===== config.mk =====
export PLATFORM = sky130hd
export DESIGN_NAME = i2c_master_register_sequencer_flat
export DESIGN_NICKNAME = d
export VERILOG_FILES = /design/src/rtl/core/i2cms_pkg.sv /design/src/rtl/core/i2cms_if.sv /design/src/rtl/core/i2c_master_register_sequencer.sv /design/src/rtl/core/i2cms_cfg_regs.sv /design/src/rtl/core/i2cms_step.sv /design/src/rtl/core/i2cms_out_buf.sv /design/src/flat_wrapper.sv
export SDC_FILE = /design/constraint.sdc
export NUM_CORES = 1
export LEC_CHECK = 0
export BUFFER_PORTS_ARGS = -buffer_cell sky130_fd_sc_hd__buf_2
export CAP_MARGIN = 10
export CORE_MARGIN = 5
export CORE_UTILIZATION = 45
export CTS_BUF_LIST = sky130_fd_sc_hd__clkbuf_2 sky130_fd_sc_hd__clkbuf_4 sky130_fd_sc_hd__clkbuf_8
export CTS_CLUSTER_SIZE = 14
export DETAILED_ROUTE_END_ITERATION = 12
export PLACE_DENSITY = 0.68
export SYNTH_ARGS = -nofsm -noshare
export SYNTH_HDL_FRONTEND = slang
export SYNTH_SLANG_ARGS = --single-unit

===== constraint.sdc =====
create_clock -name clk -period 8.51 [get_ports clk]
set_input_delay 1.2765 -clock clk [delete_from_list [all_inputs] [get_ports clk]]
set_output_delay 1.2765 -clock clk [all_outputs]
set_load 0.05 [all_outputs]

===== src/rtl/core/i2cms_pkg.sv =====
// ----------------------------------------------------------------------------
// I2C master sequencer package
// Shared codes, reset values and beat types of the register sequencer.
// ----------------------------------------------------------------------------
package i2cms_pkg;

	// Command modes
	localparam logic [1:0] MODE_BEGIN_WR = 2'd0;
	localparam logic [1:0] MODE_BEGIN_RD = 2'd1;
	localparam logic [1:0] MODE_DATA     = 2'd2;
	localparam logic [1:0] MODE_POLL     = 2'd3;

	// Actions toward the bus engine and the requester
	localparam logic [2:0] ACT_START  = 3'd0;
	localparam logic [2:0] ACT_SEND   = 3'd1;
	localparam logic [2:0] ACT_RSTART = 3'd2;
	localparam logic [2:0] ACT_STOP   = 3'd3;
	localparam logic [2:0] ACT_READ   = 3'd4;
	localparam logic [2:0] ACT_WANT   = 3'd5;
	localparam logic [2:0] ACT_DONE   = 3'd6;

	// Completion status
	localparam logic [1:0] ST_OK      = 2'd0;
	localparam logic [1:0] ST_NACK    = 2'd1;
	localparam logic [1:0] ST_TIMEOUT = 2'd2;
	localparam logic [1:0] ST_PARAM   = 2'd3;

	// Configuration space
	localparam int          PADDR_W       = 3;
	localparam logic [0:0]  REG_TIMEOUT   = 1'd0;
	localparam logic [15:0] TIMEOUT_RESET = 16'd50000;

	typedef struct packed {
		logic [1:0] mode;
		logic [6:0] dev_address;
		logic [7:0] reg_address;
		logic       use_register;
		logic [7:0] byte_count;
		logic [7:0] data_byte;
		logic       tx_ready;
		logic       rx_ready;
		logic       nack_seen;
		logic       start_pending;
		logic       stop_pending;
	} cmd_t;

	typedef struct packed {
		logic [2:0] action;
		logic [6:0] slave_address;
		logic [7:0] byte_out;
		logic [1:0] status;
		logic       last;
	} result_t;

	// Up to two result beats produced by one command beat.
	typedef struct packed {
		logic       valid;
		logic [1:0] count;
		result_t    r0;
		result_t    r1;
	} res_pair_t;

endpackage


===== src/rtl/core/i2cms_if.sv =====
// ----------------------------------------------------------------------------
// I2C master sequencer channels
// Command channel and result channel, each with valid/ready handshake.
// ----------------------------------------------------------------------------
interface i2cms_cmd_if;
	logic       valid;
	logic       ready;
	logic [1:0] mode;
	logic [6:0] dev_address;
	logic [7:0] reg_address;
	logic       use_register;
	logic [7:0] byte_count;
	logic [7:0] data_byte;
	logic       tx_ready;
	logic       rx_ready;
	logic       nack_seen;
	logic       start_pending;
	logic       stop_pending;

	modport source (
		output valid, mode, dev_address, reg_address, use_register, byte_count,
		       data_byte, tx_ready, rx_ready, nack_seen, start_pending, stop_pending,
		input  ready
	);
	modport sink (
		input  valid, mode, dev_address, reg_address, use_register, byte_count,
		       data_byte, tx_ready, rx_ready, nack_seen, start_pending, stop_pending,
		output ready
	);
endinterface

interface i2cms_res_if;
	logic       valid;
	logic       ready;
	logic [2:0] action;
	logic [6:0] slave_address;
	logic [7:0] byte_out;
	logic [1:0] status;
	logic       last;

	modport source (
		output valid, action, slave_address, byte_out, status, last,
		input  ready
	);
	modport sink (
		input  valid, action, slave_address, byte_out, status, last,
		output ready
	);
endinterface


===== src/rtl/core/i2c_master_register_sequencer.sv =====
// ----------------------------------------------------------------------------
// I2C master register sequencer
// Turns register read/write commands and bus-status polls into a stream of
// byte-level bus engine actions and completion reports.
// ----------------------------------------------------------------------------
//
//   Channel  Direction  Beat contents
//   -------  ---------  ---------------------------------------------------
//   cmd      in         mode, addresses, byte count, data byte, engine flags
//   res      out        action, slave address, byte, status, last marker
//   APB      in/out     timeout_limit at byte address 0 (16 bits used)
//
// Every command beat is captured in the input register; once the result
// buffer can take its beats, a single state transition produces zero, one or
// two result beats into the result buffer. A new command beat is taken each
// cycle as long as the result buffer drains; a step that yields two beats holds
// the command side until its first beat has left. The empty input register can
// take a command while a result still waits on res.ready, but the step stalls.
// After arst_n releases the sequencer is idle and the limit reads 50000.
//
// Transaction flow: a begin command emits a start; polls then walk through
// the register byte, data bytes pulled with "want data", the repeated start
// for reads and the closing stop. A NACK or an exhausted poll count emits a
// stop followed by done with an error status.
// ----------------------------------------------------------------------------
module i2c_master_register_sequencer
	import i2cms_pkg::*;
(
	input  logic               clk,
	input  logic               arst_n,
	i2cms_cmd_if.sink          cmd,
	i2cms_res_if.source        res,
	input  logic               psel,
	input  logic               penable,
	input  logic               pwrite,
	input  logic [PADDR_W-1:0] paddr,
	input  logic [31:0]        pwdata,
	output logic [31:0]        prdata,
	output logic               pready
);

	logic [15:0] timeout_limit;
	logic        out_free;
	res_pair_t   pair;

	// Configuration register file.
	i2cms_cfg_regs u_cfg (
		.clk          (clk),
		.arst_n       (arst_n),
		.psel         (psel),
		.penable      (penable),
		.pwrite       (pwrite),
		.paddr        (paddr),
		.pwdata       (pwdata),
		.prdata       (prdata),
		.pready       (pready),
		.timeout_limit(timeout_limit)
	);

	// Input register and transaction state machine. The state only moves
	// when the result buffer can take the beats of the step.
	i2cms_step u_step (
		.clk          (clk),
		.arst_n       (arst_n),
		.cmd          (cmd),
		.timeout_limit(timeout_limit),
		.out_free     (out_free),
		.pair         (pair)
	);

	// Result buffer, which serializes the beats of one step onto res.
	i2cms_out_buf u_out (
		.clk     (clk),
		.arst_n  (arst_n),
		.pair    (pair),
		.out_free(out_free),
		.res     (res)
	);

endmodule


===== src/rtl/core/i2cms_cfg_regs.sv =====
// ----------------------------------------------------------------------------
// I2C master sequencer configuration registers
// APB-style write/read access to the poll timeout limit.
// ----------------------------------------------------------------------------
module i2cms_cfg_regs
	import i2cms_pkg::*;
(
	input  logic               clk,
	input  logic               arst_n,
	input  logic               psel,
	input  logic               penable,
	input  logic               pwrite,
	input  logic [PADDR_W-1:0] paddr,
	input  logic [31:0]        pwdata,
	output logic [31:0]        prdata,
	output logic               pready,
	output logic [15:0]        timeout_limit
);

	logic       sel_timeout;
	logic [15:0] limit_q;

	assign pready      = 1'b1;
	assign sel_timeout = (paddr[PADDR_W-1:2] == REG_TIMEOUT);

	always_ff @(posedge clk or negedge arst_n) begin
		if (!arst_n) begin
			limit_q <= TIMEOUT_RESET;
		end else if (psel && penable && pwrite && sel_timeout) begin
			limit_q <= pwdata[15:0];
		end
	end

	assign prdata        = sel_timeout ? {16'd0, limit_q} : 32'd0;
	assign timeout_limit = limit_q;

endmodule


===== src/rtl/core/i2cms_step.sv =====
// ----------------------------------------------------------------------------
// I2C master sequencer step unit
// Input register, transaction state and the state transition of each step.
// ----------------------------------------------------------------------------
module i2cms_step
	import i2cms_pkg::*;
(
	input  logic        clk,
	input  logic        arst_n,
	i2cms_cmd_if.sink   cmd,
	input  logic [15:0] timeout_limit,
	input  logic        out_free,
	output res_pair_t   pair
);

	localparam logic [2:0] PH_IDLE        = 3'd0;
	localparam logic [2:0] PH_TX_WAIT     = 3'd1;
	localparam logic [2:0] PH_WANT_DATA   = 3'd2;
	localparam logic [2:0] PH_RSTART_WAIT = 3'd3;
	localparam logic [2:0] PH_RX_WAIT     = 3'd4;
	localparam logic [2:0] PH_STOP_WAIT   = 3'd5;

	logic        valid_s1;
	cmd_t        cmd_s1;
	logic        advance;

	logic [2:0]  phase_q,    phase_d;
	logic        is_read_q,  is_read_d;
	logic        send_reg_q, send_reg_d;
	logic [7:0]  saved_reg_q, saved_reg_d;
	logic [7:0]  bytes_left_q, bytes_left_d;
	logic [15:0] poll_q,     poll_d;

	logic [15:0] lim;
	logic        timeout_hit;
	logic [1:0]  n;
	result_t     r0, r1;

	function automatic result_t mk(logic [2:0] act, logic [6:0] addr,
	                               logic [7:0] dat, logic [1:0] st);
		result_t r;
		r.action        = act;
		r.slave_address = addr;
		r.byte_out      = dat;
		r.status        = st;
		r.last          = 1'b0;
		return r;
	endfunction

	assign advance   = valid_s1 && out_free;
	assign cmd.ready = !valid_s1 || out_free;

	always_ff @(posedge clk or negedge arst_n) begin
		if (!arst_n) begin
			valid_s1 <= 1'b0;
		end else if (cmd.ready) begin
			valid_s1 <= cmd.valid;
		end
	end

	always_ff @(posedge clk) begin
		if (cmd.ready && cmd.valid) begin
			cmd_s1 <= '{mode: cmd.mode, dev_address: cmd.dev_address,
			            reg_address: cmd.reg_address, use_register: cmd.use_register,
			            byte_count: cmd.byte_count, data_byte: cmd.data_byte,
			            tx_ready: cmd.tx_ready, rx_ready: cmd.rx_ready,
			            nack_seen: cmd.nack_seen, start_pending: cmd.start_pending,
			            stop_pending: cmd.stop_pending};
		end
	end

	// A zero limit behaves as a limit of one.
	assign lim         = (timeout_limit == 16'd0) ? 16'd1 : timeout_limit;
	assign timeout_hit = ({1'b0, poll_q} + 17'd1) >= {1'b0, lim};

	always_comb begin
		phase_d      = phase_q;
		is_read_d    = is_read_q;
		send_reg_d   = send_reg_q;
		saved_reg_d  = saved_reg_q;
		bytes_left_d = bytes_left_q;
		poll_d       = poll_q;
		n            = 2'd0;
		r0           = mk(ACT_DONE, 7'd0, 8'd0, ST_OK);
		r1           = mk(ACT_DONE, 7'd0, 8'd0, ST_OK);

		case (cmd_s1.mode)
			MODE_BEGIN_WR, MODE_BEGIN_RD: begin
				if (phase_q == PH_IDLE) begin
					if (cmd_s1.byte_count == 8'd0) begin
						r0 = mk(ACT_DONE, 7'd0, 8'd0, ST_PARAM);
						n  = 2'd1;
					end else if (!cmd_s1.stop_pending) begin
						is_read_d    = (cmd_s1.mode == MODE_BEGIN_RD);
						send_reg_d   = (cmd_s1.mode == MODE_BEGIN_RD) || cmd_s1.use_register;
						saved_reg_d  = cmd_s1.reg_address;
						bytes_left_d = cmd_s1.byte_count;
						poll_d       = 16'd0;
						phase_d      = PH_TX_WAIT;
						r0           = mk(ACT_START, cmd_s1.dev_address, 8'd0, ST_OK);
						n            = 2'd1;
					end
				end
			end
			MODE_DATA: begin
				if (phase_q == PH_WANT_DATA) begin
					r0           = mk(ACT_SEND, 7'd0, cmd_s1.data_byte, ST_OK);
					n            = 2'd1;
					bytes_left_d = bytes_left_q - 8'd1;
					poll_d       = 16'd0;
					phase_d      = PH_TX_WAIT;
				end
			end
			default: begin
				case (phase_q)
					PH_TX_WAIT, PH_RX_WAIT: begin
						if ((phase_q == PH_TX_WAIT && !cmd_s1.tx_ready) ||
						    (phase_q == PH_RX_WAIT && !cmd_s1.rx_ready)) begin
							// Unanswered poll: a NACK wins over the timeout count.
							if (cmd_s1.nack_seen || timeout_hit) begin
								r0      = mk(ACT_STOP, 7'd0, 8'd0, ST_OK);
								r1      = mk(ACT_DONE, 7'd0, 8'd0,
								             cmd_s1.nack_seen ? ST_NACK : ST_TIMEOUT);
								n       = 2'd2;
								phase_d = PH_IDLE;
							end else begin
								poll_d = poll_q + 16'd1;
							end
						end else if (phase_q == PH_TX_WAIT) begin
							poll_d = 16'd0;
							n      = 2'd1;
							if (send_reg_q) begin
								send_reg_d = 1'b0;
								r0         = mk(ACT_SEND, 7'd0, saved_reg_q, ST_OK);
							end else if (is_read_q) begin
								phase_d = PH_RSTART_WAIT;
								r0      = mk(ACT_RSTART, 7'd0, 8'd0, ST_OK);
							end else if (bytes_left_q != 8'd0) begin
								phase_d = PH_WANT_DATA;
								r0      = mk(ACT_WANT, 7'd0, 8'd0, ST_OK);
							end else begin
								phase_d = PH_STOP_WAIT;
								r0      = mk(ACT_STOP, 7'd0, 8'd0, ST_OK);
							end
						end else begin
							poll_d       = 16'd0;
							bytes_left_d = bytes_left_q - 8'd1;
							r0           = mk(ACT_READ, 7'd0, cmd_s1.data_byte, ST_OK);
							n            = 2'd1;
							if (bytes_left_q == 8'd2) begin
								r1 = mk(ACT_STOP, 7'd0, 8'd0, ST_OK);
								n  = 2'd2;
							end else if (bytes_left_q == 8'd1) begin
								phase_d = PH_STOP_WAIT;
							end
						end
					end
					PH_RSTART_WAIT: begin
						if (cmd_s1.start_pending) begin
							if (cmd_s1.nack_seen) begin
								r0      = mk(ACT_STOP, 7'd0, 8'd0, ST_OK);
								r1      = mk(ACT_DONE, 7'd0, 8'd0, ST_NACK);
								n       = 2'd2;
								phase_d = PH_IDLE;
							end
						end else begin
							poll_d  = 16'd0;
							phase_d = PH_RX_WAIT;
							if (bytes_left_q <= 8'd1) begin
								r0 = mk(ACT_STOP, 7'd0, 8'd0, ST_OK);
								n  = 2'd1;
							end
						end
					end
					PH_STOP_WAIT: begin
						if (!cmd_s1.stop_pending) begin
							phase_d = PH_IDLE;
							r0      = mk(ACT_DONE, 7'd0, 8'd0, ST_OK);
							n       = 2'd1;
						end
					end
					PH_IDLE, PH_WANT_DATA: begin
					end
					default: begin
						phase_d = PH_IDLE;
					end
				endcase
			end
		endcase

		r0.last = (n == 2'd1);
		r1.last = 1'b1;
	end

	always_ff @(posedge clk or negedge arst_n) begin
		if (!arst_n) begin
			phase_q      <= PH_IDLE;
			is_read_q    <= 1'b0;
			send_reg_q   <= 1'b0;
			saved_reg_q  <= 8'd0;
			bytes_left_q <= 8'd0;
			poll_q       <= 16'd0;
		end else if (advance) begin
			phase_q      <= phase_d;
			is_read_q    <= is_read_d;
			send_reg_q   <= send_reg_d;
			saved_reg_q  <= saved_reg_d;
			bytes_left_q <= bytes_left_d;
			poll_q       <= poll_d;
		end
	end

	assign pair = '{valid: advance, count: n, r0: r0, r1: r1};

endmodule


===== src/rtl/core/i2cms_out_buf.sv =====
// ----------------------------------------------------------------------------
// I2C master sequencer result buffer
// Holds the one or two result beats of a step and hands them out in order.
// ----------------------------------------------------------------------------
module i2cms_out_buf
	import i2cms_pkg::*;
(
	input  logic       clk,
	input  logic       arst_n,
	input  res_pair_t  pair,
	output logic       out_free,
	i2cms_res_if.source res
);

	logic [1:0] cnt_q;
	result_t    r0_s2, r1_s2;
	logic       pop;

	assign pop      = res.valid && res.ready;
	assign out_free = (cnt_q == 2'd0) || ((cnt_q == 2'd1) && res.ready);

	always_ff @(posedge clk or negedge arst_n) begin
		if (!arst_n) begin
			cnt_q <= 2'd0;
		end else if (pair.valid) begin
			cnt_q <= pair.count;
		end else if (pop) begin
			cnt_q <= cnt_q - 2'd1;
		end
	end

	always_ff @(posedge clk) begin
		if (pair.valid) begin
			r0_s2 <= pair.r0;
			r1_s2 <= pair.r1;
		end else if (pop) begin
			r0_s2 <= r1_s2;
		end
	end

	assign res.valid         = (cnt_q != 2'd0);
	assign res.action        = r0_s2.action;
	assign res.slave_address = r0_s2.slave_address;
	assign res.byte_out      = r0_s2.byte_out;
	assign res.status        = r0_s2.status;
	assign res.last          = r0_s2.last;

endmodule


===== src/flat_wrapper.sv =====
// flat-port wrapper written by rule: the top's interface ports become plain ports
module i2c_master_register_sequencer_flat import i2cms_pkg::*;
  (clk, arst_n, psel, penable, pwrite, paddr, pwdata, prdata, pready, cmd_valid, cmd_mode, cmd_dev_address, cmd_reg_address, cmd_use_register, cmd_byte_count, cmd_data_byte, cmd_tx_ready, cmd_rx_ready, cmd_nack_seen, cmd_start_pending, cmd_stop_pending, cmd_ready, res_valid, res_action, res_slave_address, res_byte_out, res_status, res_last, res_ready);
  i2cms_cmd_if cmd_i ();
  i2cms_res_if res_i ();
  input  logic clk;
  input  logic arst_n;
  input  logic psel;
  input  logic penable;
  input  logic pwrite;
  input  logic [PADDR_W-1:0] paddr;
  input  logic [31:0] pwdata;
  output logic [31:0] prdata;
  output logic pready;
  input wire logic [$bits(cmd_i.valid)-1:0] cmd_valid;
  input wire logic [$bits(cmd_i.mode)-1:0] cmd_mode;
  input wire logic [$bits(cmd_i.dev_address)-1:0] cmd_dev_address;
  input wire logic [$bits(cmd_i.reg_address)-1:0] cmd_reg_address;
  input wire logic [$bits(cmd_i.use_register)-1:0] cmd_use_register;
  input wire logic [$bits(cmd_i.byte_count)-1:0] cmd_byte_count;
  input wire logic [$bits(cmd_i.data_byte)-1:0] cmd_data_byte;
  input wire logic [$bits(cmd_i.tx_ready)-1:0] cmd_tx_ready;
  input wire logic [$bits(cmd_i.rx_ready)-1:0] cmd_rx_ready;
  input wire logic [$bits(cmd_i.nack_seen)-1:0] cmd_nack_seen;
  input wire logic [$bits(cmd_i.start_pending)-1:0] cmd_start_pending;
  input wire logic [$bits(cmd_i.stop_pending)-1:0] cmd_stop_pending;
  output wire logic [$bits(cmd_i.ready)-1:0] cmd_ready;
  output wire logic [$bits(res_i.valid)-1:0] res_valid;
  output wire logic [$bits(res_i.action)-1:0] res_action;
  output wire logic [$bits(res_i.slave_address)-1:0] res_slave_address;
  output wire logic [$bits(res_i.byte_out)-1:0] res_byte_out;
  output wire logic [$bits(res_i.status)-1:0] res_status;
  output wire logic [$bits(res_i.last)-1:0] res_last;
  input wire logic [$bits(res_i.ready)-1:0] res_ready;
  assign cmd_i.valid = cmd_valid;
  assign cmd_i.mode = cmd_mode;
  assign cmd_i.dev_address = cmd_dev_address;
  assign cmd_i.reg_address = cmd_reg_address;
  assign cmd_i.use_register = cmd_use_register;
  assign cmd_i.byte_count = cmd_byte_count;
  assign cmd_i.data_byte = cmd_data_byte;
  assign cmd_i.tx_ready = cmd_tx_ready;
  assign cmd_i.rx_ready = cmd_rx_ready;
  assign cmd_i.nack_seen = cmd_nack_seen;
  assign cmd_i.start_pending = cmd_start_pending;
  assign cmd_i.stop_pending = cmd_stop_pending;
  assign cmd_ready = cmd_i.ready;
  assign res_valid = res_i.valid;
  assign res_action = res_i.action;
  assign res_slave_address = res_i.slave_address;
  assign res_byte_out = res_i.byte_out;
  assign res_status = res_i.status;
  assign res_last = res_i.last;
  assign res_i.ready = res_ready;
  i2c_master_register_sequencer u_core (.clk(clk), .arst_n(arst_n), .cmd(cmd_i), .res(res_i), .psel(psel), .penable(penable), .pwrite(pwrite), .paddr(paddr), .pwdata(pwdata), .prdata(prdata), .pready(pready));
endmodule

# ---- Word level (Yosys, flattened, before mapping)
# Index checks and enable logic that the tools add are counted.
dict set report classes {
  addsub 4
  n_lt_le_gt_ge 2
  n_eq_ne 27
  muxes 83
  bitwise 4
  reduce_logical 38
}
# op n
set ops {}
lappend ops {{21-bit 2-to-1 mux} 18}
lappend ops {{16-bit 2-to-1 mux} 9}
lappend ops {{21-bit case mux with 2 select lines} 3}
lappend ops {{16-bit case mux with 2 select lines} 2}
lappend ops {{8-bit 2-to-1 mux} 7}
lappend ops {{3-bit 2-to-1 mux} 16}
lappend ops {{8-bit AND reduction} 3}
lappend ops {{2-bit 2-to-1 mux} 11}
lappend ops {{6-bit inequality test (second input constant)} 3}
lappend ops {{16-bit by 1-bit adder with 17-bit output (second input constant)} 1}
lappend ops {{17-bit by 16-bit >= comparator with 1-bit output} 1}
lappend ops {{16-bit by 1-bit adder with 16-bit output (second input constant)} 1}
lappend ops {{16-bit logical NOT} 1}
lappend ops {{8-bit case mux with 2 select lines} 1}
lappend ops {{5-bit inequality test (second input constant)} 3}
lappend ops {{3-bit case mux with 4 select lines} 1}
lappend ops {{12-bit AND reduction} 1}
lappend ops {{1-bit 2-to-1 mux} 11}
lappend ops {{1-bit logical AND} 9}
lappend ops {{8-bit by 1-bit equality test with 1-bit output (second input constant)} 1}
lappend ops {{8-bit by 2-bit equality test with 1-bit output (second input constant)} 1}
lappend ops {{8-bit by 1-bit less-or-equal comparator with 1-bit output (second input constant)} 1}
lappend ops {{8-bit logical NOT} 1}
lappend ops {{2-bit inequality test (second input constant)} 4}
lappend ops {{28 further kinds} 48}
dict set report word_totals {
  reg_bits 136
  in_bits 81
  word_cells 187
}

# ---- Logic depth before layout (Yosys ltp)
dict set report depth {
  depth_word 10
  mapped_depth 13
}

# ---- Modules after synthesis
# Synthesis repeated with hierarchy kept, for this count alone.
dict set report hier_totals {
  cells_unflattened 610
  hier_area_um2 7193.1
}
# module instances cells_per_inst area_each_um2 seq_area_each_um2
set modules_own_cells {}
lappend modules_own_cells {i2cms_step 1 456 4605.7 2122.0}
lappend modules_own_cells {i2cms_out_buf 1 84 1680.4 1311.3}
lappend modules_own_cells {i2cms_cfg_regs 1 70 907.1 407.9}

# ---- Least setup slack after synthesis
# Ideal clock, no wire load.
dict set report synth_timing {
  path_type {input to output}
  startpoint {in paddr[2]}
  endpoint {out prdata[10]}
  t_arrival_ns 2.311
  slack_ns 4.922
  cell_stages 3
  path_buffers 2
  cell_sequence {clkbuf_1 > clkbuf_1 > nor2_1}
}
dict set report synth_between {
  elab_chain_len 1
}
# element line_no
set synth_rtl {}
lappend synth_rtl {{start: declaration} flat_wrapper.sv:11} ;# input logic [PADDR_W-1:0] paddr;
lappend synth_rtl {{16-bit 2-to-1 mux} i2cms_cfg_regs.sv:34} ;# assign prdata = sel_timeout ? {16'd0, limit_q} : 32'd0;
lappend synth_rtl {{end: declaration} flat_wrapper.sv:13} ;# output logic [31:0] prdata;
# No other way between the ends.

# ---- Worst setup path in the final report
dict set report layout_timing {
  startpoint {reg u_core.u_step.poll_q[2]}
  endpoint {reg u_core.u_step.poll_q[0]}
}
dict set report layout_between {
  elab_chain_len 5
}
# element line_no
set layout_rtl {}
lappend layout_rtl {{start: declaration} i2cms_step.sv:32} ;# logic [15:0] poll_q, poll_d;
lappend layout_rtl {{start signal: assignment} i2cms_step.sv:209} ;# poll_q <= poll_d;
lappend layout_rtl {{16-bit by 1-bit adder with 17-bit output} i2cms_step.sv:74} ;# assign timeout_hit = ({1'b0, poll_q} + 17'd1) >= {1'b0, lim};
lappend layout_rtl {{17-bit by 16-bit >= comparator with 1-bit output} i2cms_step.sv:74}
lappend layout_rtl {{1-bit logical OR} i2cms_step.sv:120} ;# if (cmd_s1.nack_seen || timeout_hit) begin
lappend layout_rtl {{5-bit inequality test (no source line)} --}
lappend layout_rtl {{8-bit AND reduction (no source line)} --}
# No other way between the ends.
# A chain may end at the register's enable or synchronous reset.

==> impl_metrics.tcl <==
set metrics [dict create \
    core-area_sq_mm 0.01324 \
    r2r_setup_slack_ps 4460 \
    synth_area_leaders "edfxtp_1, dfrtp_1, mux2_2, ha_1, a21oi_1" \
    synth_xor_area_share_pct 1.732 \
    netlist_area_sq_mm 0.006067 \
    num_io_pins 137 \
    cts_inserted_buffers 17 \
    wl_per_cell_um 16.28 \
    finalSetupTns_ps 0 \
    die_h_um 126.1 \
    holdPathEnd "u_core.u_step.saved_reg_q[5]$_DFFE_PN0P_" \
    synth-simple-area-share_pct 14.27 \
    crit_type "reg2reg" \
    drive_gt1_share_pct 26.86 \
    num_rows 42 \
    fin_nets 749 \
    die_area_sq_mm 0.01591 \
    htreeDepth 4 \
    worst_pin_slew_ps 1036 \
    whs_path_depth 1 \
    cts_sinks 120 \
    synth_async_sr_flop_share_pct 46.67 \
    syn_avg_cell_area_sq_um 11.15 \
    clockBufferDepth 2 \
    utilization_pct 53.53 \
    finalWirelength_mm 13.59 \
    finalHoldViolations 0 \
    synth_fa_ha_area_share_pct 4.537 \
    clockRootBuffer "clkbuf_8" \
    power_leakage_nw 3.050 \
    grt_pass1_wl_mm 22.31 \
    vias 4566 \
    setup_viol_count_final 0 \
    max_cap_viol_count 0 \
    drtIter0Drc 319 \
    worstHoldStart "u_core.u_step.cmd_s1[27]$_DFFE_PP_" \
    grt_util_all_layers_pct 17.46 \
    grt-ovfl-total 0 \
    finalCriticalPeriod_ps 4047 \
    yosysWarnings 0 \
    first_global_vias 4606 \
    area_growth_pct 16.85 \
    yosysTopAreaCellShare_pct 31.68 \
    portBuffers 101 \
    nFillCells 1159 \
    outcome "complete, no violations" \
    dp_hpwl_mm 9.801 \
    firstDrtPassIters 4 \
    synth_top_flop_cell "edfxtp_1" \
    cp-end-kind "register" \
    synth_top_area_cell "edfxtp_1" \
    finalCritPeriodShare_pct 47.56 \
    synth_compound_area_share_pct 13.90 \
    postCtsHoldBufs 0 \
    clk_latency_ps 440 \
    yosysSeqAreaShare_pct 54.90 \
    gp_congestion 0.9107 \
    die_width_um 126.1 \
    grt_max_degree 57 \
    timing.fmax_mhz 247.1 \
    power.density_mw_per_mm2 321.5 \
    rr_worst_depth 11 \
    hold_slack_ps 475.4 \
    synth_edf_count 64 \
    timing.rr.end "u_core.u_step.poll_q[0]$_DFFE_PN0P_" \
    worstHoldPathType "reg2reg" \
    cp-start-kind "register" \
    synth-seq-cells 120 \
    cts-resized-gates 0 \
    synth_top_family_by_area "simple AND/OR/NAND/NOR gates" \
    start_util_pct 45.81 \
    synth_cells 544 \
    antenna_found_initial 0 \
    required_ps 8880 \
    final_antenna_net_count 0 \
    crit_arrival_ps 4420 \
    viasPerCell 5.468 \
    postCtsSetupBuffers 0 \
    slew_headroom_pct 30.81 \
    multi_input_area_sq_mm 0.002467 \
    diodes 0 \
    r2r-start "u_core.u_step.poll_q[2]$_DFFE_PN0P_" \
    cp_max_fo 9 \
    remaining_drc_errors 0 \
    rsz0062_at_grt "false" \
    yosysUniqueCellTypes 65 \
    synth_most_common_cell "edfxtp_1" \
    ys_top_cells_by_count "edfxtp_1, dfrtp_1, nor2_1, a21oi_1, inv_1" \
    vdd_drop_max_v 0.0001891 \
    cts_tree "done" \
    seqCellArea_sq_mm 0.003331 \
    final-max-slew-violation-count 0 \
    cts.reportedPaths.clkPinSlew_ps 80 \
    synth.mux.area_fraction_pct 5.156 \
    fin_skew_ps 12.98 \
]
-- cell usage in the layout (no fill, tap or decap), drive strengths merged, types with 3 or more instances in the layout --
cell and instances:
nor2b 9, a211oi 4, a21oi 34, mux2 26, a22o 8, xor2 3, dfrtp 50, dfstp 6
nand4 8, or3 5, and2 11, conb 17, o21ai 22, bufinv 3, clkinv 6, ha 22
nor4 11, edfxtp 64, nand3 11, nor2 44, a21o 6, buf 103, o211ai 4, a22oi 11
a31oi 10, nor3b 4, and3 8, clkbuf 19, inv 36, nor3 16, nand2 25, xnor2 9
o31ai 4, nand2b 4
-- worst max-delay path: stages (launching register included) --
cell and delay (ps):
dfrtp_1 440, nand3_1 230, nor4_1 680, nand4_1 200, xnor2_1 240, ha_1 280
nand3_1 120, o221a_2 200, o211ai_1 200, nor4_1 670, and3_1 490, mux2_2 230
-- where the power goes --
group | switching, W | internal, W
registers | 0.000125 | 0.000814
logic | 0.000563 | 0.000235
clock network | 0.000239 | 0.000303
total | 0.000927 | 0.00135
-- flip-flops by register name, indices dropped and copies added (netlist names) --
register,cells
u_core.u_out.res.slave_address,7
u_core.u_out.res.action,3
u_core.u_step.is_read_q,1
u_core.u_out.res.status,2
u_core.u_step.cmd_s1,39
u_core.u_step.phase_q,3
u_core.u_out.r1_s2,4
u_core.u_step.saved_reg_q,8
u_core.u_step.valid_s1,1
u_core.u_out.cnt_q,2
u_core.u_step.poll_q,16
u_core.u_out.res.byte_out,8
u_core.u_out.res.last,1
u_core.u_step.bytes_left_q,8
u_core.u_step.send_reg_q,1
u_core.u_cfg.timeout_limit,16
-- cell families after synthesis --
logic type / after synthesis
flops: 120
xor+xnor: 12
mux: 28
fa+ha+maj: 22
buf+inv: 69
other cells: 2
compound gates: 125
simple gates: 166
-- worst max-delay path by stage --
stage	start	cells past startpoint	endpoint	slack, ps
global placement	res_ready	7	u_core.u_step.saved_reg_q[6]$_DFFE_PN0P_	4260
finish	u_core.u_step.poll_q[2]$_DFFE_PN0P_	11	u_core.u_step.poll_q[0]$_DFFE_PN0P_	4460
global route	u_core.u_step.poll_q[2]$_DFFE_PN0P_	11	u_core.u_step.poll_q[0]$_DFFE_PN0P_	4000
floorplan	paddr[2]	3	prdata[10]	4920
CTS	u_core.u_step.poll_q[2]$_DFFE_PN0P_	11	u_core.u_step.poll_q[0]$_DFFE_PN0P_	4530
detailed placement	res_ready	7	u_core.u_step.saved_reg_q[7]$_DFFE_PN0P_	4250
-- layout make-up --
| class | count | share of cell area (%) |
|---|---|---|
| Timing Repair Buffer | 103 | 7.342 |
| Tap cell | 176 | 3.106 |
| Clock buffer | 19 | 3.600 |
| Sequential cell | 120 | 46.98 |
| Clock inverter | 13 | 2.365 |
| Inverter | 34 | 1.800 |
| Multi-Input combinational cell | 370 | 34.80 |
-- stage by stage --
stage / cells / area (sq um) / setup WS, ps / power, W
2_1_floorplan: 559 / 6123 / 4922 / 0.001536
3_3_place_gp: 803 / 6666 / 4258 / 0.001726
3_5_place_dp: 803 / 6666 / 4245 / 0.001746
4_1_cts: 835 / 7089 / 4526 / 0.002297
5_1_grt: 835 / 7089 / 3996 / 0.002413
6_report: 835 / 7089 / 4463 / 0.002279
-- per-layer routing --
| metal | track usage, % | vias to the layer above | part of all wire [%] |
|---|---|---|---|
| li1 | - | 2187 | - |
| met1 | 21.53 | 2210 | 43 |
| met2 | 28.51 | 151 | 49 |
| met3 | 5.673 | 18 | 7.1 |
| met4 | 6.877 | 0 | 1.6 |
| met5 | 0 | - | 0 |
(Power assumes the default switching activity.)
